**config.mk**
```make
export PLATFORM = sky130hd
export DESIGN_NAME = cbgc_div
export DESIGN_NICKNAME = d
export VERILOG_FILES = /design/src/hw/rtl/cbgc_div.sv
export SDC_FILE = /design/constraint.sdc
export NUM_CORES = 1
export LEC_CHECK = 0
export BUFFER_PORTS_ARGS = -buffer_cell sky130_fd_sc_hd__buf_4
export CAP_MARGIN = 0
export CORE_MARGIN = 1
export CORE_UTILIZATION = 45
export CTS_BUF_LIST = sky130_fd_sc_hd__clkbuf_8
export DETAILED_ROUTE_END_ITERATION = 10
export HOLD_SLACK_MARGIN = 0.1
export PLACE_DENSITY = 0.84
export SLEW_MARGIN = 10
export SYNTH_ARGS = -nofsm -noshare
export SYNTH_HDL_FRONTEND = slang
export SYNTH_SLANG_ARGS = --single-unit
```
**constraint.sdc**
```tcl
create_clock -name clk -period 2.5 [get_ports clk]
set_input_delay 0.25 -clock clk [delete_from_list [all_inputs] [get_ports clk]]
set_output_delay 0.25 -clock clk [all_outputs]
set_load 0.05 [all_outputs]
```
**src/hw/rtl/cbgc_div.sv**
```systemverilog
`timescale 1ns / 1ps
// Restoring divider, one quotient bit per cycle.
module cbgc_div #(
  parameter int NW = 52,
  parameter int DW = 12
) (
  input  logic          clk,
  input  logic          rst_n,
  input  logic          start,
  input  logic [NW-1:0] num,
  input  logic [DW-1:0] den,
  output logic          done,
  output logic [NW-1:0] quo
);
  localparam int CW = $clog2(NW + 1);
  logic [NW-1:0] q_r, q_nxt;
  logic [DW:0]   rem_r, rem_nxt;
  logic [DW-1:0] den_r;
  logic [CW-1:0] cnt_r, cnt_nxt;
  logic          busy_r, busy_nxt, done_r, done_nxt;
  logic [DW:0]   sh;

  always_comb begin
    q_nxt = q_r;
    rem_nxt = rem_r;
    cnt_nxt = cnt_r;
    busy_nxt = busy_r;
    done_nxt = 1'b0;
    sh = {rem_r[DW-1:0], q_r[NW-1]};
    if (start) begin
      q_nxt = num;
      rem_nxt = '0;
      cnt_nxt = CW'(NW);
      busy_nxt = 1'b1;
    end else if (busy_r) begin
      if (sh >= {1'b0, den_r}) begin
        rem_nxt = sh - {1'b0, den_r};
        q_nxt = {q_r[NW-2:0], 1'b1};
      end else begin
        rem_nxt = sh;
        q_nxt = {q_r[NW-2:0], 1'b0};
      end
      cnt_nxt = cnt_r - 1'b1;
      if (cnt_r == CW'(1)) begin
        busy_nxt = 1'b0;
        done_nxt = 1'b1;
      end
    end
  end

  always_ff @(posedge clk) begin
    if (!rst_n) begin
      busy_r <= 1'b0;
      done_r <= 1'b0;
      cnt_r <= '0;
    end else begin
      busy_r <= busy_nxt;
      done_r <= done_nxt;
      cnt_r <= cnt_nxt;
    end
    q_r <= q_nxt;
    rem_r <= rem_nxt;
    if (start) den_r <= den;
  end

  assign done = done_r;
  assign quo = q_r;
endmodule

```
-- Word-level counts from Yosys, hierarchy flattened
Index checks and enable logic that the tools add are counted.
- flip-flop bits (word level): 84
- logic and storage cells: 26
- $add $sub $neg: 2
- magnitude comparators: 1
- eq/ne operators: 1
- mux-type cells: 10
- bitwise operators: 2
- reduce and logical (&&, ||, !) cells: 3
- operators by type and width (kind ; count):
    $mux W52 ; 2
    $ge A13 B12 Y1 ; 1
    $mux W12 ; 1
    $mux W6 ; 2
    $sub A12 B12 Y12 ; 1
    $eq A6 B1 Y1 const B ; 1
    $sub A6 B1 Y6 const B ; 1
    $mux W1 ; 5
    $reduce_or A3 Y1 ; 1
    $not A1 Y1 ; 2
    $reduce_bool A2 Y1 ; 1
    $reduce_or A2 Y1 ; 1

-- Longest topological paths before layout
Gate-level depths: netlist of the first run.
- depth after elaboration: 4
- gate-level depth with buffers: 9
- gate-level depth less buffers: 9

-- Worst setup path before layout of the first run
OpenSTA, ideal clock, no wires.
- kind: input -> register
- start: input port start
- end: register q_r[0], in the netlist quo[0] (enable)
- setup time: 0.413 ns
- arrival time: 2.046 ns
- required time: 2.087 ns
- setup slack: 0.042 ns
- stages: 3
- path buffers: 2
- cells stage by stage: clkbuf_1 -> clkbuf_1 -> or2_1
- word-level cells in the longest chain between the ends: 1
- ends and longest elaborated chain (item ; line ; text):
    start, declared ; 9 ; input logic start,
    $reduce_bool A2 Y1 (no line) ; -- ;
    end signal, assigned ; 61 ; q_r <= q_nxt;
    end, declared ; 16 ; logic [NW-1:0] q_r, q_nxt;
Every way passes these cells.
A chain may end at the register's enable or synchronous reset.

-- Final worst setup path of the first run
- start: register den_r[6]
- end: register rem_r[4]
- word-level cells in the longest chain between the ends: 2
- ends and longest elaborated chain (item ; line ; text):
    start, declared ; 18 ; logic [DW-1:0] den_r;
    start signal, assigned ; 63 ; if (start) den_r <= den;
    $ge A13 B12 Y1 ; 36 ; if (sh >= {1'b0, den_r}) begin
    $mux W12 ; 36 ;
    end signal, assigned ; 62 ; rem_r <= rem_nxt;
    end, declared ; 17 ; logic [DW:0] rem_r, rem_nxt;
Every way passes these cells.

==> impl_metrics.csv, run 1 <==
group,metric,value,unit
floorplan,initial_core_util,46.8,%
yosys,syn_avg_cell_area,12.9,sq um
yosys,ys_seq_elements,84,
critical_path,cp_slowest_stage_delay,0.36,ns
yosys,syn_inst,317,
floorplan,chipWidth,97.4,um
cells_and_area,drive_gt1_share,44.3,%
cells_and_area,diodes,0,
global_route,grt_max_degree,53,
timing,slew_viol_final,0,
run,cap_violations,0,
placement,place.gp.congestion,0.846,
cells_and_area,final_cells,564,
timing,finalSetupViolCount,0,
critical_path,required,2.76,ns
clocking,h-tree-depth,3,
clocking,cts-root-buf,"clkbuf_8",
global_route,overflow,0,
cells_and_area,fin_nets,533,
critical_path,endpoint_kind,"register",
timing,slew_headroom,65.5,%
routing,dr.pass1.iters,4,
cells_and_area,post-route-util,62.4,%
critical_path,rr_startpoint,"den_r[6]$_DFFE_PP_",
critical_path,crit_chain,"inv_1, ha_1, a21o_1, a221oi_4, nand4b_1, o21ai_4, buf_4, nand2_1, a311oi_2",
placement,io_buffers,119,
timing,worst_pin_slew,0.511,ns
yosys,async_flop_share,0,%
global_route,grt_pass1_wl,14500,um
routing,wire_per_inst,15.8,um
power,p_per_area,697,mW/mm^2
clocking,clk_latency,0.36,ns
critical_path,path_class,"reg -> reg",
critical_path,regToRegEndpoint,"rem_r[4]$_SDFFE_PP0P_",
timing,setup_tns,0,ns
min_path,holdPathEnd,"cnt_r[5]$_SDFFE_PN0P_",
cells_and_area,n_fill_cell,673,
routing,drt_iter0_drc,157,
floorplan,coreArea,0.00876,sq mm
yosys,seq_area_frac_synth,56.7,%
clocking,cts_buffers,9,
critical_path,critPathArrivalTime,2.56,ns
run_status,status,"finished, final reports clean",
floorplan,die_h,97.4,um
yosys,syn-cell-area,0.00410,sq mm
routing,viasPerCell,5.23,
yosys,synth_top_cell_by_area,"edfxtp_1",
power,p_leak,2.25,nW
critical_path,rrSetupSlack,0.20,ns
timing,rsz0062_at_grt,"false",
power,ir_worst_vdd,0.452,mV
global_route,grt_pass1_vias,3087,
critical_path,cpMaxStageDelayCell,"ha_1",
yosys,synth_edf_count,64,
routing,ant_nets,0,
timing,fin_crit,2.30,ns
clocking,cts_max_path_buffers,2,
floorplan,io_pins,120,
routing,drc,0,
min_path,min-delay-path-class,"in -> reg",
clocking,clock_sinks,84,
yosys,netlist_top_cells_area,"edfxtp_1, mux2_2, dfxtp_1",
yosys,synth_nets,399,
min_path,min_from,"rst_n",
clocking,clk_pin_slew_worst_paths,0.10,ns
global_route,antenna_found_initial,0,
floorplan,dieArea,0.00949,sq mm
placement,post-dp-hpwl,6340,um
routing,routed_wl,8910,um
timing,finalHoldViolCount,0,
timing,max_freq,436,MHz
yosys,synth.most_common_cell,"edfxtp_1",
yosys,synth_common_cells,"edfxtp_1, mux2_2, nand2_1",
yosys,yosys_warnings,0,
critical_path,critPathMaxFanout,7,
yosys,synth_top_area_share,46.9,%
floorplan,rows,34,
placement,dp.cells,536,
yosys,synth_cell_types,52,
global_route,grtUsageTotal,19.2,%
yosys,synthFlopType,"edfxtp_1",
cells_and_area,areaGrowthSynthToFinish,33.4,%
routing,vias,2947,
min_path,hold_depth,2,
critical_path,crit_path_start_kind,"register",
clocking,cts_tree,"yes",
timing,finalCritPeriodShare,91.8,%
critical_path,rr_worst_depth,9,
timing,timing.clock.skew,0.0182,ns
[layout by cell type (no fill, tap or decap), drive strengths merged, types with 2 or more instances in the layout]
cell         Yosys  routed
mux2            51      51
and3             2       2
o21ai            6       6
clkbuf          11       9
nor2            21      21
xor2             4       4
a311oi           6       6
nand3            3       3
xnor2            8       8
clkinv           0       2
buf              3     125
dfxtp           20      20
dlygate4sd3      0      12
edfxtp          64      64
nand2b           3       3
or2              3       3
nor3             6       6
a211oi           5       5
inv             18      22
nor2b            3       3
o21a             5       5
o211ai           2       2
o41ai            2       2
ha              14      14
nand2           23      23
a21oi           13      13
a21o             3       3
[flip-flops by register name, summed over array words and instances, names as in the netlist]
name / flops
busy_r: 1
cnt_r: 6
den_r: 12
done: 1
quo: 52
rem_r: 12
[critical path, delay by kind of cell, from the launching register on]
kind / cells / cell delay, ns
AO/OA/AOI/OAI: 4 / 0.97
adder cells (fa/ha/maj): 1 / 0.36
flip-flops: 1 / 0.34
AND/OR/NAND/NOR: 2 / 0.30
buffers and inverters: 2 / 0.23
[through the flow]
step	worst slack (ns)	hold WS (ns)	total power (W)	cell area, sq um
floorplan	0.0419	0.349	0.00248	4100
global placement	0.273	0.429	0.00278	5130
detailed placement	0.144	0.429	0.00281	5130
CTS	0.127	0.116	0.00384	5460
global route	0.0106	0.124	0.00397	5470
finish	0.204	0.137	0.00381	5470
[timing repair]
item                       CTS  global route
hold buffers                12             0
setup endpoints to repair    0             5
gates resized for setup      0             2
setup buffers                0             0
hold endpoints to repair    12             0
[kinds of logic (layout without fill, tap and decap cells)]
| family | count (synthesis) | after routing | share of synthesized area, % |
|---|---|---|---|
| buf+inv | 32 | 171 | 3.18 |
| mux | 52 | 52 | 14.3 |
| xor+xnor | 12 | 12 | 2.56 |
| simple gates | 70 | 70 | 8.15 |
| compound gates | 52 | 52 | 10.4 |
| flops | 84 | 84 | 56.7 |
| fa+ha+maj | 15 | 15 | 4.76 |
[how the worst max path moves through the flow]
stage,startpoint,end,slack (ns)
after floorplan,start,quo[0]$_DFFE_PP_,0.04
after global placement,den_r[6]$_DFFE_PP_,rem_r[9]$_SDFFE_PP0P_,0.27
after CTS,den_r[6]$_DFFE_PP_,rem_r[4]$_SDFFE_PP0P_,0.13
after global routing,den_r[6]$_DFFE_PP_,rem_r[7]$_SDFFE_PP0P_,0.01
after detailed placement,den_r[6]$_DFFE_PP_,rem_r[9]$_SDFFE_PP0P_,0.14
final,den_r[6]$_DFFE_PP_,rem_r[4]$_SDFFE_PP0P_,0.20
[routing by layer]
metal / vias up / global-route usage [%] / share of wire (%)
met5: - / 0 / 0
met4: 0 / 8.03 / 1.6
met3: 10 / 5.83 / 7.6
met2: 109 / 31.4 / 48
met1: 1383 / 23.6 / 42
li1: 1445 / - / -
[power breakdown]
group          switching (W)  total (W)  internal (W)  leakage (nW)
clock network       0.000533    0.00101      0.000478         0.104
registers          0.0000837    0.00175       0.00166         0.806
logic               0.000639    0.00106      0.000417          1.34
[cell type report]
cell class	instances	area, sq um	area share, %
Clock buffer	9	124	2.27
Clock inverter	7	80.1	1.46
Inverter	18	67.6	1.24
Multi-Input combinational cell	201	1650	30.3
Sequential cell	84	2320	42.5
Tap cell	108	135	2.47
Timing Repair Buffer	137	1080	19.8
Power figures use the tool's default switching activity.
==> run 2: changes to the inputs <==
- PLACE_DENSITY: 0.84 -> 0.81
- clock period: 2.5 -> 2.2 ns (I/O delays scaled with it)
==> run 2 against run 1 <==
  * The flow now finishes with violations (negative setup slack)
  * Final area up 3.9%
  * Combinational power up 25%
  * Sequential power up 13%
  * Fmax up 3.7%
  * Global-route usage up 0.78 points
  * Routed wire length up 5.5%
  * Non-clock buffer count up 15
  * Sequential cell count unchanged
  * Critical path type unchanged
  * Critical endpoint is now rem_r[8]$_SDFFE_PP0P_
  * Highest routed layer unchanged
==> impl_metrics.csv, run 2 (same netlist as run 1, synthesis figures left out) <==
group,metric,value,unit
timing,slew_headroom,57.4,%
placement,place.gp.congestion,0.803,
timing,fin_crit,2.21,ns
critical_path,rr_worst_depth,9,
critical_path,rrSetupSlack,-0.01,ns
critical_path,critPathLaunch,"quo[51]$_DFFE_PP_",
critical_path,critPathArrivalTime,2.47,ns
cells_and_area,areaGrowthSynthToFinish,38.6,%
global_route,grtUsageTotal,20.0,%
power,p_switching,0.00150,W
power,power.internal,0.00287,W
routing,routed_wl,9400,um
clocking,cts_max_path_buffers,2,
routing,vias,3065,
critical_path,path_class,"reg -> reg",
global_route,top_usage_layer,"met2",
run_status,status,"finished with violations",
power,p_leak,2.31,nW
timing,whs,0.152,ns
routing,viasPerCell,5.28,
placement,dp.cells,544,
critical_path,cpMaxStageDelayCell,"edfxtp_1",
cells_and_area,largest_reg_flops,52,
critical_path,worst-path-buf-inv,1,
timing,finalSetupViolCount,1,
routing,drt_iter0_drc,94,
global_route,met2_usage,32.2,%
global_route,grt_pass1_vias,3145,
floorplan,die_h,97.4,um
critical_path,required,2.46,ns
timing,finalHoldViolCount,0,
global_route,grt_use_met1,23.8,%
critical_path,endpoint,"rem_r[8]$_SDFFE_PP0P_",
routing,drc,0,
clocking,clk_latency,0.36,ns
timing,worst_pin_slew,0.630,ns
floorplan,coreArea,0.00876,sq mm
min_path,hold_depth,2,
critical_path,crit_chain,"inv_2, ha_4, fa_2, nor2b_1, o211ai_1, a31oi_1, xor2_1, nand2_1, a211oi_1",
power,p_comb_share,30.3,%
routing,dr.pass1.iters,4,
critical_path,critPathTopFamily,"compound AO/OA/AOI/OAI gates",
global_route,antenna_found_initial,0,
critical_path,cp.depth,9,
floorplan,chipWidth,97.4,um
clocking,cts_tree,"yes",
clocking,cts-root-buf,"clkbuf_8",
timing,finalCritPeriodShare,101,%
placement,io_buffers,119,
critical_path,rr_startpoint,"quo[51]$_DFFE_PP_",
cells_and_area,diodes,0,
critical_path,crit_path_start_kind,"register",
critical_path,critPathMaxFanout,3,
global_route,grt_use_met3,7.19,%
cells_and_area,final_common_cell,"buf_4",
timing,slew_viol_final,0,
timing,max_freq,452,MHz
cells_and_area,drive_gt1_share,49.4,%
power,p_seq_share,45.3,%
min_path,min-delay-path-class,"in -> reg",
placement,post-dp-hpwl,6430,um
run_status,violations,"negative setup slack",
clocking,clk_pin_slew_worst_paths,0.10,ns
critical_path,regToRegEndpoint,"rem_r[8]$_SDFFE_PP0P_",
floorplan,rows,34,
floorplan,io_pins,120,
clocking,cts_buffers,9,
critical_path,endpoint_kind,"register",
routing,wire_per_inst,16.2,um
timing,fin_ws,-0.0140,ns
floorplan,initial_core_util,46.8,%
timing,timing.clock.skew,0.0137,ns
run,cap_violations,0,
global_route,overflow,0,
clocking,h-tree-depth,3,
power,p_sw_share,34.4,%
floorplan,dieArea,0.00949,sq mm
power,p_clk_share,24.4,%
timing,rsz0062_at_grt,"true",
global_route,grt_max_degree,53,
global_route,grt_pass1_wl,14800,um
power,p_per_area,769,mW/mm^2
cells_and_area,fin_nets,549,
cells_and_area,final_cells,580,
routing,ant_nets,0,
clocking,clock_sinks,84,
cells_and_area,n_fill_cell,671,
cells_and_area,mostFrequentLayoutCells,"buf_4, edfxtp_1, mux2_2",
power,ir_worst_vdd,0.506,mV
critical_path,cp_slowest_stage_delay,0.41,ns
==> run 2: cell types whose count changed in the layout (fill, tap and decap cells not counted), moves of 2 or more <==
cell	before	now
a21oi_2	1	4
nand2_1	22	20
ha_4	0	2
inv_2	1	3
inv_1	17	15
ha_1	14	11
buf_4	123	135
a211oi_1	5	3
nand2_2	1	3
buf_6	0	2
clkinvlp_4	0	3
a21oi_1	12	9
==> run 2: per-stage QoR <==
stage / utilization, % / cell area, sq um / total power, W / setup WS [ns] / setup TNS [ns]
2_1_floorplan: - / 4130 / 0.00283 / 0.0268 / 0
3_3_place_gp: 59.6 / 5220 / 0.00320 / -0.0777 / -0.735
3_5_place_dp: 59.6 / 5220 / 0.00323 / -0.178 / -1.62
4_1_cts: 64.1 / 5620 / 0.00437 / 0.0112 / 0
5_1_grt: 64.8 / 5680 / 0.00455 / -0.119 / -0.849
6_report: 64.8 / 5680 / 0.00437 / -0.0140 / -0.0140
==> run 2: worst min path at each step <==
stage,from,to,slack [ns]
2_1_floorplan,den[0],den_r[0]$_DFFE_PP_,0.32
3_3_place_gp,den[1],den_r[1]$_DFFE_PP_,0.40
3_5_place_dp,den[9],den_r[9]$_DFFE_PP_,0.40
4_1_cts,num[51],quo[51]$_DFFE_PP_,0.13
5_1_grt,num[18],quo[18]$_DFFE_PP_,0.14
6_report,num[51],quo[51]$_DFFE_PP_,0.15
==> run 2: repair_timing <==
item	4_1_cts	5_1_grt
hold buffers	13	0
gates resized for setup	5	13
buffers inserted	4	2
pin swaps	3	9
hold endpoints to repair	15	0
cloned	1	0
setup endpoints to repair	13	12
==> run 2: final cells by class <==
| type | count | area (sq um) | share of cell area, % |
|---|---|---|---|
| Clock buffer | 9 | 124 | 2.18 |
| Clock inverter | 7 | 67.6 | 1.19 |
| Inverter | 18 | 67.6 | 1.19 |
| Multi-Input combinational cell | 202 | 1760 | 30.9 |
| Sequential cell | 84 | 2320 | 40.9 |
| Tap cell | 108 | 135 | 2.38 |
| Timing Repair Buffer | 152 | 1210 | 21.2 |
==> run 2: routing by layer <==
layer  up-vias  part of all wire, %
met5         -                    0
met4         0                  2.1
met3        18                  8.2
met2       114                   48
met1      1460                   42
li1       1473                    -
==> run 2: power by group through the flow <==
stage	logic (W)	clock network (W)	registers, W
after floorplan	0.000477	0	0.00235
after global placement	0.00119	0	0.00201
after detailed placement	0.00122	0	0.00201
after CTS	0.00129	0.00111	0.00198
after global routing	0.00140	0.00115	0.00200
final	0.00132	0.00107	0.00198
==> run 3: changes to the inputs <==
- SETUP_SLACK_MARGIN: not set -> 0.2
==> run 3 against run 2 <==
  * Total power up 2.2%
  * Largest cell class unchanged
  * Highest routed layer unchanged
  * Clock power up 6%
  * Worst setup slack worse by 0.067 ns
  * Critical endpoint is now rem_r[3]$_SDFFE_PP0P_
  * Worst hold slack worse by 0.015 ns
  * Sequential share of layout area down 0.47 points
  * Clock skew down 0.0015 ns
  * Final area up 1.2%
  * Routed wire length up 2.6%
  * Die area unchanged
  * Critical path type unchanged
  * Sequential power about the same
  * Via count up 0.20%
  * Global-route usage up 0.59 points
  * The flow still finishes with violations (negative setup slack)
==> impl_metrics.csv, run 3 (same netlist as run 1, synthesis figures left out) <==
group,metric,value,unit
run_status,status,"finished with violations",
run_status,violations,"negative setup slack",
timing,whs,0.137,ns
critical_path,path_class,"reg -> reg",
routing,routed_wl,9650,um
power,p_sw_share,33.3,%
timing,finalHoldViolCount,0,
placement,post-dp-hpwl,6650,um
global_route,grt_max_degree,53,
timing,fin_ws,-0.0808,ns
cells_and_area,mostFrequentLayoutCells,"buf_4, edfxtp_1, mux2_2",
power,p_per_area,776,mW/mm^2
routing,vias,3071,
cells_and_area,areaGrowthSynthToFinish,40.2,%
timing,finalCritPeriodShare,104,%
power,p_comb_share,30.3,%
global_route,overflow,0,
global_route,antenna_found_initial,0,
timing,finalSetupViolCount,10,
critical_path,endpoint_kind,"register",
power,p_switching,0.00149,W
clocking,clk_pin_slew_worst_paths,0.10,ns
critical_path,cp_slowest_stage_delay,0.39,ns
clocking,h-tree-depth,3,
timing,worst_pin_slew,0.619,ns
critical_path,critPathArrivalTime,2.55,ns
timing,timing.clock.skew,0.0122,ns
floorplan,initial_core_util,46.8,%
cells_and_area,drive_gt1_share,51.2,%
routing,viasPerCell,5.29,
power,ir_worst_vdd,0.485,mV
global_route,grtUsageTotal,20.6,%
critical_path,crit_chain,"inv_2, ha_4, a21o_1, a221oi_4, a21oi_4, buf_4, o21ai_4, nand2_2, a311oi_2",
min_path,min-delay-path-class,"in -> reg",
routing,drt_iter0_drc,119,
timing,fin_crit,2.28,ns
clocking,cts_buffers,9,
cells_and_area,largest_reg_flops,52,
floorplan,io_pins,120,
placement,dp.cells,544,
floorplan,chipWidth,97.4,um
cells_and_area,regArea,0.00232,sq mm
clocking,cts_tree,"yes",
placement,place.gp.congestion,0.797,
floorplan,rows,34,
power,p_clk_share,25.3,%
cells_and_area,fin_nets,550,
clocking,clock_sinks,84,
critical_path,required,2.47,ns
power,p_leak,2.34,nW
cells_and_area,final_cells,581,
critical_path,cpMaxStageDelayCell,"edfxtp_1",
power,power.internal,0.00297,W
timing,rsz0062_at_grt,"true",
routing,drc,0,
power,p_seq_share,44.4,%
clocking,cts_max_path_buffers,2,
routing,ant_nets,0,
clocking,cts-root-buf,"clkbuf_8",
critical_path,critPathMaxFanout,7,
routing,wire_per_inst,16.6,um
global_route,grt_pass1_vias,3295,
floorplan,die_h,97.4,um
clocking,clk_latency,0.36,ns
placement,dp_slack,-0.265,ns
cells_and_area,multiInputGateArea,0.00181,sq mm
timing,slew_viol_final,0,
floorplan,coreArea,0.00876,sq mm
critical_path,crit_path_start_kind,"register",
timing,max_freq,438,MHz
routing,dr.pass1.iters,4,
run,cap_violations,0,
cells_and_area,final_common_cell,"buf_4",
global_route,grt_pass1_wl,15600,um
floorplan,dieArea,0.00949,sq mm
cells_and_area,diodes,0,
timing,slew_headroom,58.2,%
placement,io_buffers,119,
cells_and_area,n_fill_cell,680,
run 3: cell types whose count changed in the layout (fill, tap and decap cells not counted), sizes merged:
cell / before / now
bufinv: 0 / 1
inv: 21 / 22
buf: 139 / 140
clkinvlp: 3 / 1
run 3: timing repair:
action	4_1_cts	5_1_grt
resized for setup	16	4
pin swaps	15	5
gates cloned	1	0
endpoints found under the setup margin	13	13
endpoints found under the hold margin	14	0
hold buffers	13	0
setup buffers	6	1
run 3: cell type report:
cell class	count	area share (%)
Sequential cell	84	40.4
Multi-Input combinational cell	202	31.5
Timing Repair Buffer	153	21.1
Tap cell	108	2.35
Clock buffer	9	2.16
Clock inverter	7	1.26
Inverter	18	1.18
run 3: final timing paths:
path	start	to	slack, ns	cells after the start
max	den_r[8]$_DFFE_PP_	rem_r[3]$_SDFFE_PP0P_	-0.08	9
min	num[3]	quo[3]$_DFFE_PP_	0.14	2
max reg2reg	den_r[8]$_DFFE_PP_	rem_r[3]$_SDFFE_PP0P_	-0.08	9
min reg2reg	rem_r[1]$_SDFFE_PP0P_	rem_r[1]$_SDFFE_PP0P_	0.50	2
run 3: critical path, delay by kind of cell (launching register included):
family          cells  cell delay [ns]
simple gates        1             0.09
compound gates      5             1.28
buf+inv             2             0.24
flops               1             0.39
fa+ha+maj           1             0.20
run 3: layer usage:
| layer | wire length (um) | global-route usage, % | up-vias |
|---|---|---|---|
| met5 | 0 | 0 | - |
| met3 | 743 | 7.70 | 10 |
| met2 | 4740 | 34.0 | 106 |
| li1 | - | - | 1475 |
| met1 | 4080 | 25.3 | 1480 |
| met4 | 86 | 5.54 | 0 |
run 3: power groups by stage:
stage                     registers [W]  logic, W  clock network, W
after detailed placement        0.00201   0.00123                 0
after global routing            0.00200   0.00142           0.00122
after global placement          0.00201   0.00121                 0
after floorplan                 0.00235  0.000495                 0
final                           0.00198   0.00135           0.00113
after CTS                       0.00198   0.00133           0.00116
run 3: per-stage QoR:
stage | cell area [sq um] | TNS, ns | total power [W] | utilization, %
after global routing | 5750 | -1.65 | 0.00464 | 65.6
final | 5750 | -0.479 | 0.00446 | 65.6
after CTS | 5720 | -0.0229 | 0.00447 | 65.3
after floorplan | 4150 | 0 | 0.00285 | -
after global placement | 5240 | -1.25 | 0.00321 | 59.8
after detailed placement | 5240 | -2.47 | 0.00324 | 59.8
